## src/hdl/rrrq_pkg.sv

```systemverilog
// Shared constants and types for the round-robin run queue.
package rrrq_pkg;

	localparam int MAX_PROCS = 8;
	localparam int IDX_W     = $clog2(MAX_PROCS);
	localparam int CNT_W     = $clog2(MAX_PROCS + 1);
	localparam int ID_W      = 3;
	localparam int NUM_IDS   = 1 << ID_W;
	localparam int CAP_W     = 4;
	localparam int ACT_W     = 2;
	localparam int PADDR_W   = 3;
	localparam int PDATA_W   = 32;
	localparam logic [CAP_W-1:0] CAP_RESET = CAP_W'(8);

	localparam logic [PADDR_W-1:0] ADDR_CAPACITY = PADDR_W'(0);

	typedef enum logic [ACT_W-1:0] {
		ACT_ADD    = 2'd0,
		ACT_REMOVE = 2'd1,
		ACT_ROTATE = 2'd2
	} action_t;

	typedef logic [ID_W-1:0] pid_t;

endpackage

```

## src/hdl/round_robin_run_queue_unit.sv

```systemverilog
// Round-robin run queue: ordered process id queue with add, remove and rotate.
//
// Input channel (in_valid / in_stall) carries one request per transaction:
// action, proc_id, has_parent, parent_id. Output channel (out_valid /
// out_stall) returns exactly one result per request: status and a snapshot
// of current process, queue head and queue count after the action.
// A request taken is held in an input register, then applied to the queue
// when the result register is loaded. While the receiver does not stall,
// one request per cycle is sustained; the queue update is a single
// compare-and-shift over the MAX_PROCS entries between the input register
// and the result register. When the receiver stalls, the result register
// holds; the input register keeps its request and in_stall rises until the
// result register frees up. Reset empties the queue, clears parents and the
// current process and sets capacity to its reset value. Capacity is written
// over the APB port at byte address 0; the user must write it only while the
// block is idle, and the block itself does not enforce this. Values above
// MAX_PROCS act as MAX_PROCS, and zero refuses every add.
module round_robin_run_queue_unit (
	input  logic                          clk,
	input  logic                          arst_n,
	input  logic                          psel,
	input  logic                          penable,
	input  logic                          pwrite,
	input  logic [rrrq_pkg::PADDR_W-1:0]  paddr,
	input  logic [rrrq_pkg::PDATA_W-1:0]  pwdata,
	output logic [rrrq_pkg::PDATA_W-1:0]  prdata,
	output logic                          pready,
	input  logic                          in_valid,
	output logic                          in_stall,
	input  logic [rrrq_pkg::ACT_W-1:0]    action,
	input  logic [rrrq_pkg::ID_W-1:0]     proc_id,
	input  logic                          has_parent,
	input  logic [rrrq_pkg::ID_W-1:0]     parent_id,
	output logic                          out_valid,
	input  logic                          out_stall,
	output logic                          status,
	output logic                          current_valid,
	output logic [rrrq_pkg::ID_W-1:0]     current_id,
	output logic                          head_valid,
	output logic [rrrq_pkg::ID_W-1:0]     head_id,
	output logic [rrrq_pkg::CNT_W-1:0]    queue_count
);
	import rrrq_pkg::*;

	// configuration
	logic [CAP_W-1:0] capacity_q;
	logic             cfg_wr;

	// input register
	logic             valid_s1;
	logic [ACT_W-1:0] action_s1;
	pid_t             id_s1;
	logic             has_par_s1;
	pid_t             par_s1;

	// queue state
	pid_t             order_q [MAX_PROCS];
	logic [CNT_W-1:0] size_q;
	logic [ID_W:0]    parent_q [NUM_IDS];
	logic             cur_valid_q;
	pid_t             cur_id_q;

	// next-state logic
	logic [MAX_PROCS-1:0] match;
	logic [IDX_W-1:0]     pos;
	logic                 found;
	logic                 ok;
	logic                 advance;
	logic                 commit;
	logic                 par_wr;
	pid_t                 nxt_order [MAX_PROCS];
	logic [CNT_W-1:0]     nxt_size;
	logic                 nxt_cur_valid;
	pid_t                 nxt_cur_id;
	logic [ID_W:0]        rm_parent;
	logic [IDX_W-1:0]     last_idx;

	assign pready = 1'b1;
	assign cfg_wr = psel & penable & pwrite & pready;

	always_comb begin
		prdata = '0;
		if (paddr == ADDR_CAPACITY) begin
			prdata = PDATA_W'(capacity_q);
		end
	end

	always_ff @(posedge clk or negedge arst_n) begin
		if (!arst_n) begin
			capacity_q <= CAP_RESET;
		end else if (cfg_wr && paddr == ADDR_CAPACITY) begin
			capacity_q <= pwdata[CAP_W-1:0];
		end
	end

	// handshake
	assign advance  = !out_valid || !out_stall;
	assign commit   = valid_s1 && advance;
	assign in_stall = valid_s1 && !advance;

	always_ff @(posedge clk or negedge arst_n) begin
		if (!arst_n) begin
			valid_s1 <= 1'b0;
		end else if (!in_stall) begin
			valid_s1 <= in_valid;
		end
	end

	always_ff @(posedge clk) begin
		if (in_valid && !in_stall) begin
			action_s1  <= action;
			id_s1      <= proc_id;
			has_par_s1 <= has_parent;
			par_s1     <= parent_id;
		end
	end

	// search the live part of the queue
	always_comb begin
		for (int i = 0; i < MAX_PROCS; i++) begin
			match[i] = (CNT_W'(i) < size_q) && (order_q[i] == id_s1);
		end
		found = |match;
		pos   = '0;
		for (int i = MAX_PROCS - 1; i >= 0; i--) begin
			if (match[i]) begin
				pos = IDX_W'(i);
			end
		end
	end

	assign rm_parent = parent_q[id_s1];
	assign last_idx  = IDX_W'(size_q - CNT_W'(1));

	always_comb begin
		nxt_order     = order_q;
		nxt_size      = size_q;
		nxt_cur_valid = cur_valid_q;
		nxt_cur_id    = cur_id_q;
		ok            = 1'b0;
		par_wr        = 1'b0;
		case (action_s1)
			ACT_ADD: begin
				if (int'(size_q) < int'(capacity_q) && int'(size_q) < MAX_PROCS && !found) begin
					ok                             = 1'b1;
					par_wr                         = 1'b1;
					nxt_order[size_q[IDX_W-1:0]]   = id_s1;
					nxt_size                       = size_q + CNT_W'(1);
					nxt_cur_valid                  = 1'b1;
					nxt_cur_id                     = id_s1;
				end
			end
			ACT_REMOVE: begin
				if (found) begin
					ok = 1'b1;
					for (int i = 0; i < MAX_PROCS - 1; i++) begin
						if (IDX_W'(i) >= pos) begin
							nxt_order[i] = order_q[i+1];
						end
					end
					nxt_size = size_q - CNT_W'(1);
					if (rm_parent[ID_W]) begin
						nxt_cur_valid = 1'b1;
						nxt_cur_id    = rm_parent[ID_W-1:0];
					end else if (nxt_size != '0) begin
						nxt_cur_valid = 1'b1;
						nxt_cur_id    = nxt_order[0];
					end else begin
						nxt_cur_valid = 1'b0;
						nxt_cur_id    = '0;
					end
				end
			end
			ACT_ROTATE: begin
				if (size_q != '0) begin
					ok = 1'b1;
					for (int i = 0; i < MAX_PROCS - 1; i++) begin
						nxt_order[i] = order_q[i+1];
					end
					nxt_order[last_idx] = order_q[0];
				end
			end
			default: begin
				ok = 1'b0;
			end
		endcase
	end

	// queue contents past the count are never read
	always_ff @(posedge clk) begin
		if (commit) begin
			order_q <= nxt_order;
		end
	end

	always_ff @(posedge clk or negedge arst_n) begin
		if (!arst_n) begin
			size_q      <= '0;
			cur_valid_q <= 1'b0;
			cur_id_q    <= '0;
			for (int i = 0; i < NUM_IDS; i++) begin
				parent_q[i] <= '0;
			end
		end else if (commit) begin
			size_q      <= nxt_size;
			cur_valid_q <= nxt_cur_valid;
			cur_id_q    <= nxt_cur_id;
			if (par_wr) begin
				parent_q[id_s1] <= has_par_s1 ? {1'b1, par_s1} : '0;
			end
		end
	end

	// result register
	always_ff @(posedge clk or negedge arst_n) begin
		if (!arst_n) begin
			out_valid <= 1'b0;
		end else if (advance) begin
			out_valid <= valid_s1;
		end
	end

	always_ff @(posedge clk) begin
		if (commit) begin
			status        <= !ok;
			current_valid <= nxt_cur_valid;
			current_id    <= nxt_cur_valid ? nxt_cur_id : '0;
			head_valid    <= nxt_size != '0;
			head_id       <= (nxt_size != '0) ? nxt_order[0] : '0;
			queue_count   <= nxt_size;
		end
	end

`ifndef SYNTHESIS
	a_count_bound: assert property (@(posedge clk) disable iff (!arst_n)
		int'(size_q) <= MAX_PROCS)
		else $error("queue count above MAX_PROCS");

	a_count_step: assert property (@(posedge clk) disable iff (!arst_n)
		##1 (size_q == $past(size_q) || size_q == $past(size_q) + CNT_W'(1)
			|| size_q == $past(size_q) - CNT_W'(1)))
		else $error("queue count moved by more than one");

	a_current_when_busy: assert property (@(posedge clk) disable iff (!arst_n)
		size_q != '0 |-> cur_valid_q)
		else $error("nonempty queue without a current process");

	a_head_matches_count: assert property (@(posedge clk) disable iff (!arst_n)
		out_valid |-> (head_valid == (queue_count != '0)))
		else $error("head_valid disagrees with queue_count");

	a_stall_needs_item: assert property (@(posedge clk) disable iff (!arst_n)
		in_stall |-> (valid_s1 && out_valid && out_stall))
		else $error("input stalled without a blocked transaction");
`endif

endmodule
```

## config.mk

```make
export PLATFORM = sky130hd
export DESIGN_NAME = round_robin_run_queue_unit
export DESIGN_NICKNAME = d
export VERILOG_FILES = /design/src/hdl/rrrq_pkg.sv /design/src/hdl/round_robin_run_queue_unit.sv
export SDC_FILE = /design/constraint.sdc
export NUM_CORES = 1
export LEC_CHECK = 0
export BUFFER_PORTS_ARGS = -buffer_cell sky130_fd_sc_hd__buf_4
export CELL_PAD_IN_SITES_DETAIL_PLACEMENT = 0
export CELL_PAD_IN_SITES_GLOBAL_PLACEMENT = 1
export CORE_MARGIN = 8
export CORE_UTILIZATION = 44
export DETAILED_ROUTE_END_ITERATION = 8
export PLACE_DENSITY_LB_ADDON = 0.1
export SETUP_SLACK_MARGIN = 0.5
export SYNTH_ARGS = -nofsm -noshare
export SYNTH_HDL_FRONTEND = slang
export SYNTH_SLANG_ARGS = --single-unit
```

## constraint.sdc

```tcl
create_clock -name clk -period 4.1 [get_ports clk]
set_clock_uncertainty 0.1 [all_clocks]
set_input_delay 0.205 -clock clk [delete_from_list [all_inputs] [get_ports clk]]
set_output_delay 0.205 -clock clk [all_outputs]
set_load 0.03 [all_outputs]
```

* Word level (Yosys, flattened, before mapping)
Cells that the tools add are included.
** Word-level totals
- Output and inout bits :: 48
- ROM bits :: 0
- Bits in latches :: 0
- Bits in writable memories :: 0
- Word-level logic and storage cells :: 173
- Bits in registers :: 92
- Memories kept :: 0
** Operators by class
- $add $sub $neg :: 2
- Reductions and logical operators :: 40
- Multiplexer cells :: 52
- Div/mod/pow operators :: 0
- Equality and inequality tests :: 19
- Order comparisons :: 23
- Bitwise logic cells :: 5
- Shift-type cells :: 0
- Multipliers :: 0
** Operators by type and width (count)
- two-way mux 3 bit :: 21
- one-hot mux 21 bit (3 select lines) :: 1
- bitwise mux 24 bit :: 2
- two-way mux 24 bit :: 2
- AND reduction 6 bit :: 6
- bitwise mux 32 bit :: 1
- two-way mux 4 bit :: 7
- == test 3 bit :: 8
- two-way mux 21 bit :: 1
- demux 3 bit (select 3 bit) :: 2
- != test 2 bit, second input constant :: 9
- logical AND 1 bit :: 17
- < comparator 3 x 4 -> 1 bit, first input constant :: 4
- binary-select mux 4 bit (select 3 bit) :: 1
- demux 4 bit (select 3 bit) :: 1
- >= comparator 4 bit, second input constant :: 3
- < comparator 4 x 1 -> 1 bit, second input constant :: 3
- inverter 3 -> 4 bit :: 3
- one-hot mux 3 bit (2 select lines) :: 2
- nonzero test 4 bit :: 3
- >= comparator 3 bit, first input constant :: 3
- < comparator 1 x 4 -> 1 bit, first input constant :: 2
- < comparator 2 x 4 -> 1 bit, first input constant :: 2
- two-way mux 1 bit :: 8
- other kinds (21) :: 29

* Longest topological paths before layout
Gate-level depths: netlist of the first run.
- Depth in word-level cells :: 16
- Depth in mapped cells :: 12
- Mapped depth without buffers :: 9

* Least setup slack after synthesis of the first run
Ideal clock, no wire load.
- Path type :: register to register
- Start point :: reg size_q[1]
- End point :: reg head_id[2] (netlist bit), data pin
- Data required time :: 3.728 ns
- Period minus slack after synthesis :: 3.066 ns
- Path buffers :: 2
- Arrival time :: 2.694 ns
- Path slack :: 1.034 ns
- Setup time :: 0.272 ns
- Stages on the path, launching flop included :: 12
- Cells stage by stage :: dfrtp_1 > inv_1 > ha_1 > nor3b_2 > or4_1 > buf_2 > nand4_4 > or3_1 > buf_2 > a311o_1 > a211oi_4 > a21oi_1
** On the way
- Elaborated cells on any way between the ends :: 57
- Those cells by class :: add/sub: 2; order compare: 15; mux: 22; bitwise: 2; reduce/logical: 16
** RTL lines
- from (decl) :: line round_robin_run_queue_unit.sv:58 : logic [CNT_W-1:0] size_q;
- from (signal assigned) :: line round_robin_run_queue_unit.sv:205 : size_q <= nxt_size;
- < comparator 1 x 4 -> 1 bit (tied with other cells) :: line round_robin_run_queue_unit.sv:121 : match[i] = (CNT_W'(i) < size_q) && (order_q[i] == id_s1);
- logical AND 1 bit :: line round_robin_run_queue_unit.sv:121
- OR reduction 8 bit :: line round_robin_run_queue_unit.sv:123 : found = |match;
- zero test 1 bit :: line round_robin_run_queue_unit.sv:144 : if (int'(size_q) < int'(capacity_q) && int'(size_q) < MAX_PROCS && !found) begin
- logical AND 1 bit :: line round_robin_run_queue_unit.sv:144
- two-way mux 4 bit :: line round_robin_run_queue_unit.sv:144
- one-hot mux 4 bit (2 select lines) (*) :: line round_robin_run_queue_unit.sv:142 : case (action_s1)
- net nxt_size[1] :: line round_robin_run_queue_unit.sv:72 : logic [CNT_W-1:0] nxt_size;
- nonzero test 4 bit (*) :: line round_robin_run_queue_unit.sv:229 : head_id <= (nxt_size != '0) ? nxt_order[0] : '0;
- to (signal assigned) :: line round_robin_run_queue_unit.sv:229
- to (decl) :: line round_robin_run_queue_unit.sv:40 : output logic [rrrq_pkg::ID_W-1:0] head_id,
The timed path passes the listed nets; every way through them passes the cells marked *. The select of a mux whose other input is x is not followed.
A chain may end at the register's enable or synchronous reset.

* Worst setup path after layout of the first run
- Start point :: reg size_q[1]
- End point :: reg head_id[1] (netlist bit), data pin
The elaborated chain is that of the path after synthesis.

==> reports/qor.txt, run 1 <==
Width of the die -> 129 um
Clk buf depth -> 2
Clock share of power -> 21.1%
Final Hold Fails -> 0
Net Sw Power -> 0.00164 W
Vias -> 4241
Minimum clock period -> 3.42 ns
DRT antenna net count -> 0
Register area share after synthesis -> 44.8%
Max_slew headroom -> 58.8%
IO Pins -> 99
Synthesized instance count -> 524
Critical Path RT -> 4.07 ns
Asr flop ratio synth -> 50.0%
Worst skew pair latency -> 0.35 ns
Netlist cell types -> 62
Clock root buffer -> clkbuf_16
Slew Viols, Final -> 0
Yosys reg bits -> 92
Warnings from Yosys -> 0
Reg clk slew, reported paths -> 0.07 ns
DR DRC count -> 0
FP Rows -> 41
Max H-tree Level -> 3
Crit-path max cell delay -> 0.53 ns
Final Wtd Congestion -> 0.831
Initial antenna violation count -> 0
Power Density -> 624 mW/mm2
Via density -> 5.59
RSZ-0062 raised after global routing -> false
All-Layer GR Usage -> 17.8%
Port bufs -> 41
Largest net degree at the start of global routing -> 47
Sink Count -> 92
Num CTS Buffers -> 9
P_int -> 0.00249 W
Logic pwr share -> 43.5%
Grt total ovfl -> 0
Setup TNS -> 0 ns
Layout cells sized above 1 -> 21.7%
First-pass GRT wire length -> 22900 um
Synth top area share -> 24.4%
Switch share -> 39.8%
Cell area after layout -> 0.00661 mm2
Critical path, cell by cell -> inv_1 > ha_1 > nor3b_2 > or4_4 > nand4_4 > or3_4 > a311o_1 > a211oi_4 > a22oi_1
Worst-margin pin slew -> 0.613 ns
WS Path Type -> flip-flop to flip-flop
Detailed Routing Iterations Pass 1 -> 5
Period utilization -> 83.5%
Max frequency -> 0.292 GHz
Core area -> 0.0126 mm2
Leak -> 2.87 nW
Syn-to-layout area delta -> 16.9%
Run status -> finished clean
CTS tree -> done
Hold path depth -> 4
Final #Nets -> 639
Die area -> 0.0167 mm2
Hold WS -> 0.239 ns
Crit end category -> flip-flop
Sequential share of power -> 35.4%
Number of synthesized flops with an enable pin -> 46
WP buf/inv -> 1
CP arrival -> 3.39 ns
Placed cell area -> 0.00602 mm2
Final setup vio count -> 0
Total power draw -> 0.00413 W
Yosys top cell by area -> edfxtp_1
Drt initial violations -> 354
Final HPWL DP -> 10400 um
Startpoint types -> flip-flop
Drt wl/cell -> 19.2 um
Reg2Reg Depth -> 9
VDD IR-drop max -> 220 uV
Post-Route WL -> 14500 um
Vias in the first global route -> 4167
Initial Util -> 45.0%
Worst hold path class -> primary input to flip-flop
Max Cap Violations -> 0
Antenna fix cells -> 0
Vert. Die Dim -> 129 um
Critical path depth in cells -> 9
Synth Area per Inst -> 10.8 um2
Critical-path top delay cell -> or3_4
Mapped Area -> 0.00566 mm2
Largest cells by area after synthesis -> edfxtp_1 24%, dfrtp_1 20%, buf_4 4.6%
Synth Flop Type -> edfxtp_1
Crit path max fanout -> 10
Delay-heaviest family, CP -> simple AND/OR/NAND/NOR gates
==> registers in the layout, summed over array words and instances (netlist names), 2 cells and up <==
| signal | count |
|---|---|
| action_s1 | 2 |
| capacity_q | 4 |
| cur_id_q | 3 |
| current_id | 3 |
| head_id | 3 |
| id_s1 | 3 |
| order_q | 24 |
| par_s1 | 3 |
| parent_q | 32 |
| queue_count | 4 |
| size_q | 4 |
==> Yosys cell counts, types with 4 or more instances <==
cell type,instances
o21ai_1,5
mux2i_1,24
mux4_2,6
xor2_1,14
o211ai_1,5
clkbuf_1,17
nor2_1,35
o21ai_0,19
inv_1,14
and2_1,11
mux2_1,16
a221o_1,15
xnor2_1,15
buf_2,7
dfrtp_1,45
nand2_1,37
edfxtp_1,46
a22o_1,4
buf_4,35
a21oi_1,12
o22a_1,4
or4_1,4
and3_1,5
nor2b_1,4
ha_1,7
nand3_1,14
mux2_2,23
nand2b_1,10
nor3_1,13
buf_1,5
==> cell families after synthesis <==
logic type	after synthesis	synth area share, %
AO/OA/AOI/OAI	87	11.8
XOR/XNOR	29	4.49
adder cells (fa/ha/maj)	7	1.55
buffers and inverters	79	7.74
flip-flops	92	44.8
multiplexers	69	14.4
other	2	0.133
AND/OR/NAND/NOR	159	15.1
==> cell usage in the layout (no fill, tap or decap), drive strengths merged, types with 6 or more instances in the layout <==
cell,synthesis,routed
a21oi,13,13
a221o,15,15
and2,11,11
buf,47,68
clkbuf,18,10
conb,2,29
dfrtp,45,45
dlygate4sd3,0,16
edfxtp,46,46
ha,7,7
inv,14,19
mux2,39,39
mux2i,24,24
mux4,6,6
nand2,37,37
nand2b,10,10
nand3,14,14
nor2,35,35
nor3,16,16
o21ai,24,24
xnor2,15,15
xor2,14,14
==> power groups by stage <==
stage	Combinational [W]	Clock, W	Sequential [W]
6_report	0.00180	0.000872	0.00146
5_1_grt	0.00197	0.000925	0.00149
4_1_cts	0.00175	0.000890	0.00147
3_5_place_dp	0.00172	0	0.00149
3_3_place_gp	0.00170	0	0.00148
2_1_floorplan	0.00123	0	0.00149
==> layout make-up <==
class	count	area, um2
clock buffer	10	229
clock inverter	6	76.3
fill	1151	5960
inverter	14	52.6
multi-input combinational	380	2810
sequential	92	2530
tap	172	215
timing repair buffer	84	696
==> per-stage QoR <==
| step | instances | worst slack, ns | utilization (%) |
|---|---|---|---|
| floorplan | 551 | 1.03 | - |
| finish | 758 | 0.678 | 52.6 |
| detailed placement | 715 | 0.474 | 47.9 |
| CTS | 751 | 0.501 | 51.9 |
| global route | 758 | 0.542 | 52.6 |
| global placement | 715 | 0.510 | 47.9 |
==> final timing paths <==
path / startpoint / to / slack [ns]
worst max-delay path: size_q[1] / head_id[1] / 0.68
worst max register to register: size_q[1] / head_id[1] / 0.68
min in group asynchronous: arst_n / parent_q[6] / 0.29
worst min register to register: parent_q[17] / parent_q[17] / 0.38
worst min-delay path: penable / capacity_q[3] / 0.24
max in group asynchronous: arst_n / size_q[1] / 3.19
==> routing by layer <==
metal | vias to the layer above | wire, um | GRT usage (%)
li1 | 1985 | - | -
met1 | 2077 | 6650 | 24.0
met2 | 165 | 6580 | 28.1
met3 | 14 | 1070 | 3.04
met4 | 0 | 239 | 6.57
met5 | - | 0 | 0
==> tightest hold or removal path, cell delays in order <==
cell	delay (ns)
buf_4	0.11
and4_1	0.21
nand2_1	0.08
o21ai_0	0.07
==> timing repair <==
action | in CTS | in global routing
hold buffers | 16 | 0
endpoints found under the setup margin | 16 | 35
hold endpoints to repair | 60 | 0
pin swaps | 0 | 1
resized for setup | 1 | 5
buffers inserted | 4 | 7
Note: power is estimated with default switching activity, not from simulation.
==> inputs of run 2 (changes only) <==
- clock period: 4.1 -> 3.52 ns (I/O delays scaled with it)
==> reports/qor.txt, run 2 (synthesis gave the netlist of run 1 again) <==
Run status -> finished clean
Max H-tree Level -> 3 (unchanged)
Vias -> 4334 (+2.2%)
RSZ-0062 raised after global routing -> true
Total power draw -> 0.00525 W (+27%)
Crit end category -> flip-flop
Num CTS Buffers -> 9 (unchanged)
Final #Nets -> 675 (+5.6%)
Minimum clock period -> 3.01 ns (-0.414 ns)
Port bufs -> 41 (unchanged)
DR DRC count -> 0 (unchanged)
Cell Count Post-Placement -> 731 (+2.2%)
Detailed Routing Iterations Pass 1 -> 4 (-1)
Sink Count -> 92 (unchanged)
Largest net degree at the start of global routing -> 47 (unchanged)
Max Cap Violations -> 0 (unchanged)
Final core area utilization -> 56.9% (+4.3 points)
Most common cell after layout, fill and taps aside -> buf_4
Critical R2R Launch -> size_q[1]
Startpoint types -> flip-flop
Max frequency -> 0.332 GHz (+14%)
Core area -> 0.0126 mm2 (unchanged)
Worst-margin pin slew -> 0.650 ns (+0.0377 ns)
Hold WS -> 0.206 ns (-0.0327 ns)
CTS tree -> done
VDD IR-drop max -> 253 uV (+15%)
Period utilization -> 85.4% (+2.0 points)
Clock root buffer -> clkbuf_16
Width of the die -> 129 um (unchanged)
Worst skew pair latency -> 0.35 ns (about the same)
Max_slew headroom -> 56.3% (-2.5 points)
WS Path Type -> flip-flop to flip-flop
Leak -> 3.10 nW (+8.0%)
Initial antenna violation count -> 0 (unchanged)
Drt initial violations -> 244 (-31%)
FP Rows -> 41 (unchanged)
IO Pins -> 99 (unchanged)
Slew Viols, Final -> 0 (unchanged)
Final Wtd Congestion -> 0.852 (+2.6%)
Die area -> 0.0167 mm2 (unchanged)
Final setup vio count -> 0 (unchanged)
Critical Path RT -> 3.51 ns (-0.56 ns)
Setup TNS -> 0 ns (unchanged)
Antenna fix cells -> 0 (unchanged)
CP arrival -> 2.99 ns (-0.40 ns)
Crit path max fanout -> 5 (-5)
Hold path startpoint -> penable
Most frequent cells in the layout -> 88 x buf_4, 46 x edfxtp_1, 41 x dfrtp_1, 35 x nand2_1, 33 x nor2_1
DRT antenna net count -> 0 (unchanged)
Vias in the first global route -> 4386 (+5.3%)
First-pass GRT wire length -> 23500 um (+3.0%)
CP Launch Point -> size_q[1]
Via density -> 5.46 (-2.4%)
Vert. Die Dim -> 129 um (unchanged)
Power Density -> 733 mW/mm2 (+17%)
Largest registers -> parent_q (32), order_q (24)
Final HPWL DP -> 10700 um (+2.3%)
Post-Route WL -> 15200 um (+4.7%)
Max FFs per register -> 32 (unchanged)
Clk buf depth -> 2 (unchanged)
Initial Util -> 45.0% (unchanged)
All-Layer GR Usage -> 18.3% (+0.44 points)
Top reg by flops -> parent_q
Worst hold path class -> primary input to flip-flop
Grt total ovfl -> 0 (unchanged)
Reg clk slew, reported paths -> 0.06 ns (about the same)
Finished Layout Cells -> 794 (+4.7%)
Drt wl/cell -> 19.2 um (about the same)
Layout cells sized above 1 -> 33.1% (+11 points)
Final Hold Fails -> 0 (unchanged)
Syn-to-layout area delta -> 26.5%
==> run 2: changes by cell type in the layout (fill, tap and decap cells not counted), sizes merged <==
| cell | change |
|---|---|
| buf | +35 |
| bufinv | -1 |
| clkbuf | +1 |
| clkinv | +2 |
| clkinvlp | +1 |
| inv | -2 |
==> run 2: final timing paths <==
kind	to	slack (ns)	depth (start not counted)
max	head_id[0]	0.51	9
min	capacity_q[3]	0.21	4
max reg2reg	head_id[0]	0.51	9
min reg2reg	parent_q[16]	0.39	1
max in group asynchronous	size_q[1]	2.60	2
min in group asynchronous	parent_q[30]	0.27	2
==> run 2: critical path, stage by stage (launching register included) <==
cell	delay (ns)
dfrtp_2	0.48
ha_4	0.20
a21oi_1	0.09
or4_4	0.56
nand4_1	0.25
buf_4	0.17
o21ai_2	0.07
a311o_1	0.40
a211oi_4	0.32
a22oi_1	0.11
==> run 2: layer usage <==
metal | global-route usage, % | wire length, um | vias up | share of wire, %
li1 | - | - | 2059 | -
met1 | 24.4 | 6920 | 2104 | 45
met2 | 28.2 | 6860 | 139 | 45
met3 | 3.04 | 915 | 32 | 6.0
met4 | 8.85 | 539 | 0 | 3.5
met5 | 0 | 0 | - | 0
==> run 2: through the flow <==
stage / cell area (um2) / worst slack [ns]
2_1_floorplan: 5760 / 0.503
3_3_place_gp: 6160 / 0.167
3_5_place_dp: 6160 / 0.162
4_1_cts: 6770 / 0.479
6_report: 7160 / 0.512
5_1_grt: 7160 / 0.404
==> run 2: final cells by class <==
type / instances / area [um2]
clock buffers: 10 / 239
fillers: 1072 / 5410
clock inverters: 6 / 51.3
flip-flops and latches: 92 / 2540
inverters: 14 / 57.6
multi-input cells: 380 / 3010
well taps: 172 / 215
repair buffers: 120 / 1040
==> run 2: power breakdown <==
group	internal (W)	switching, W
Clock	0.000510	0.000440
Combinational	0.00118	0.00142
Sequential	0.00149	0.000214
==> run 2: what timing repair did <==
action,in CTS,in global routing
hold endpoints to repair,60,0
pin swaps,12,20
gates resized for setup,16,57
cloned,0,1
endpoints found under the setup margin,66,65
setup buffers,13,17
hold buffers,16,0
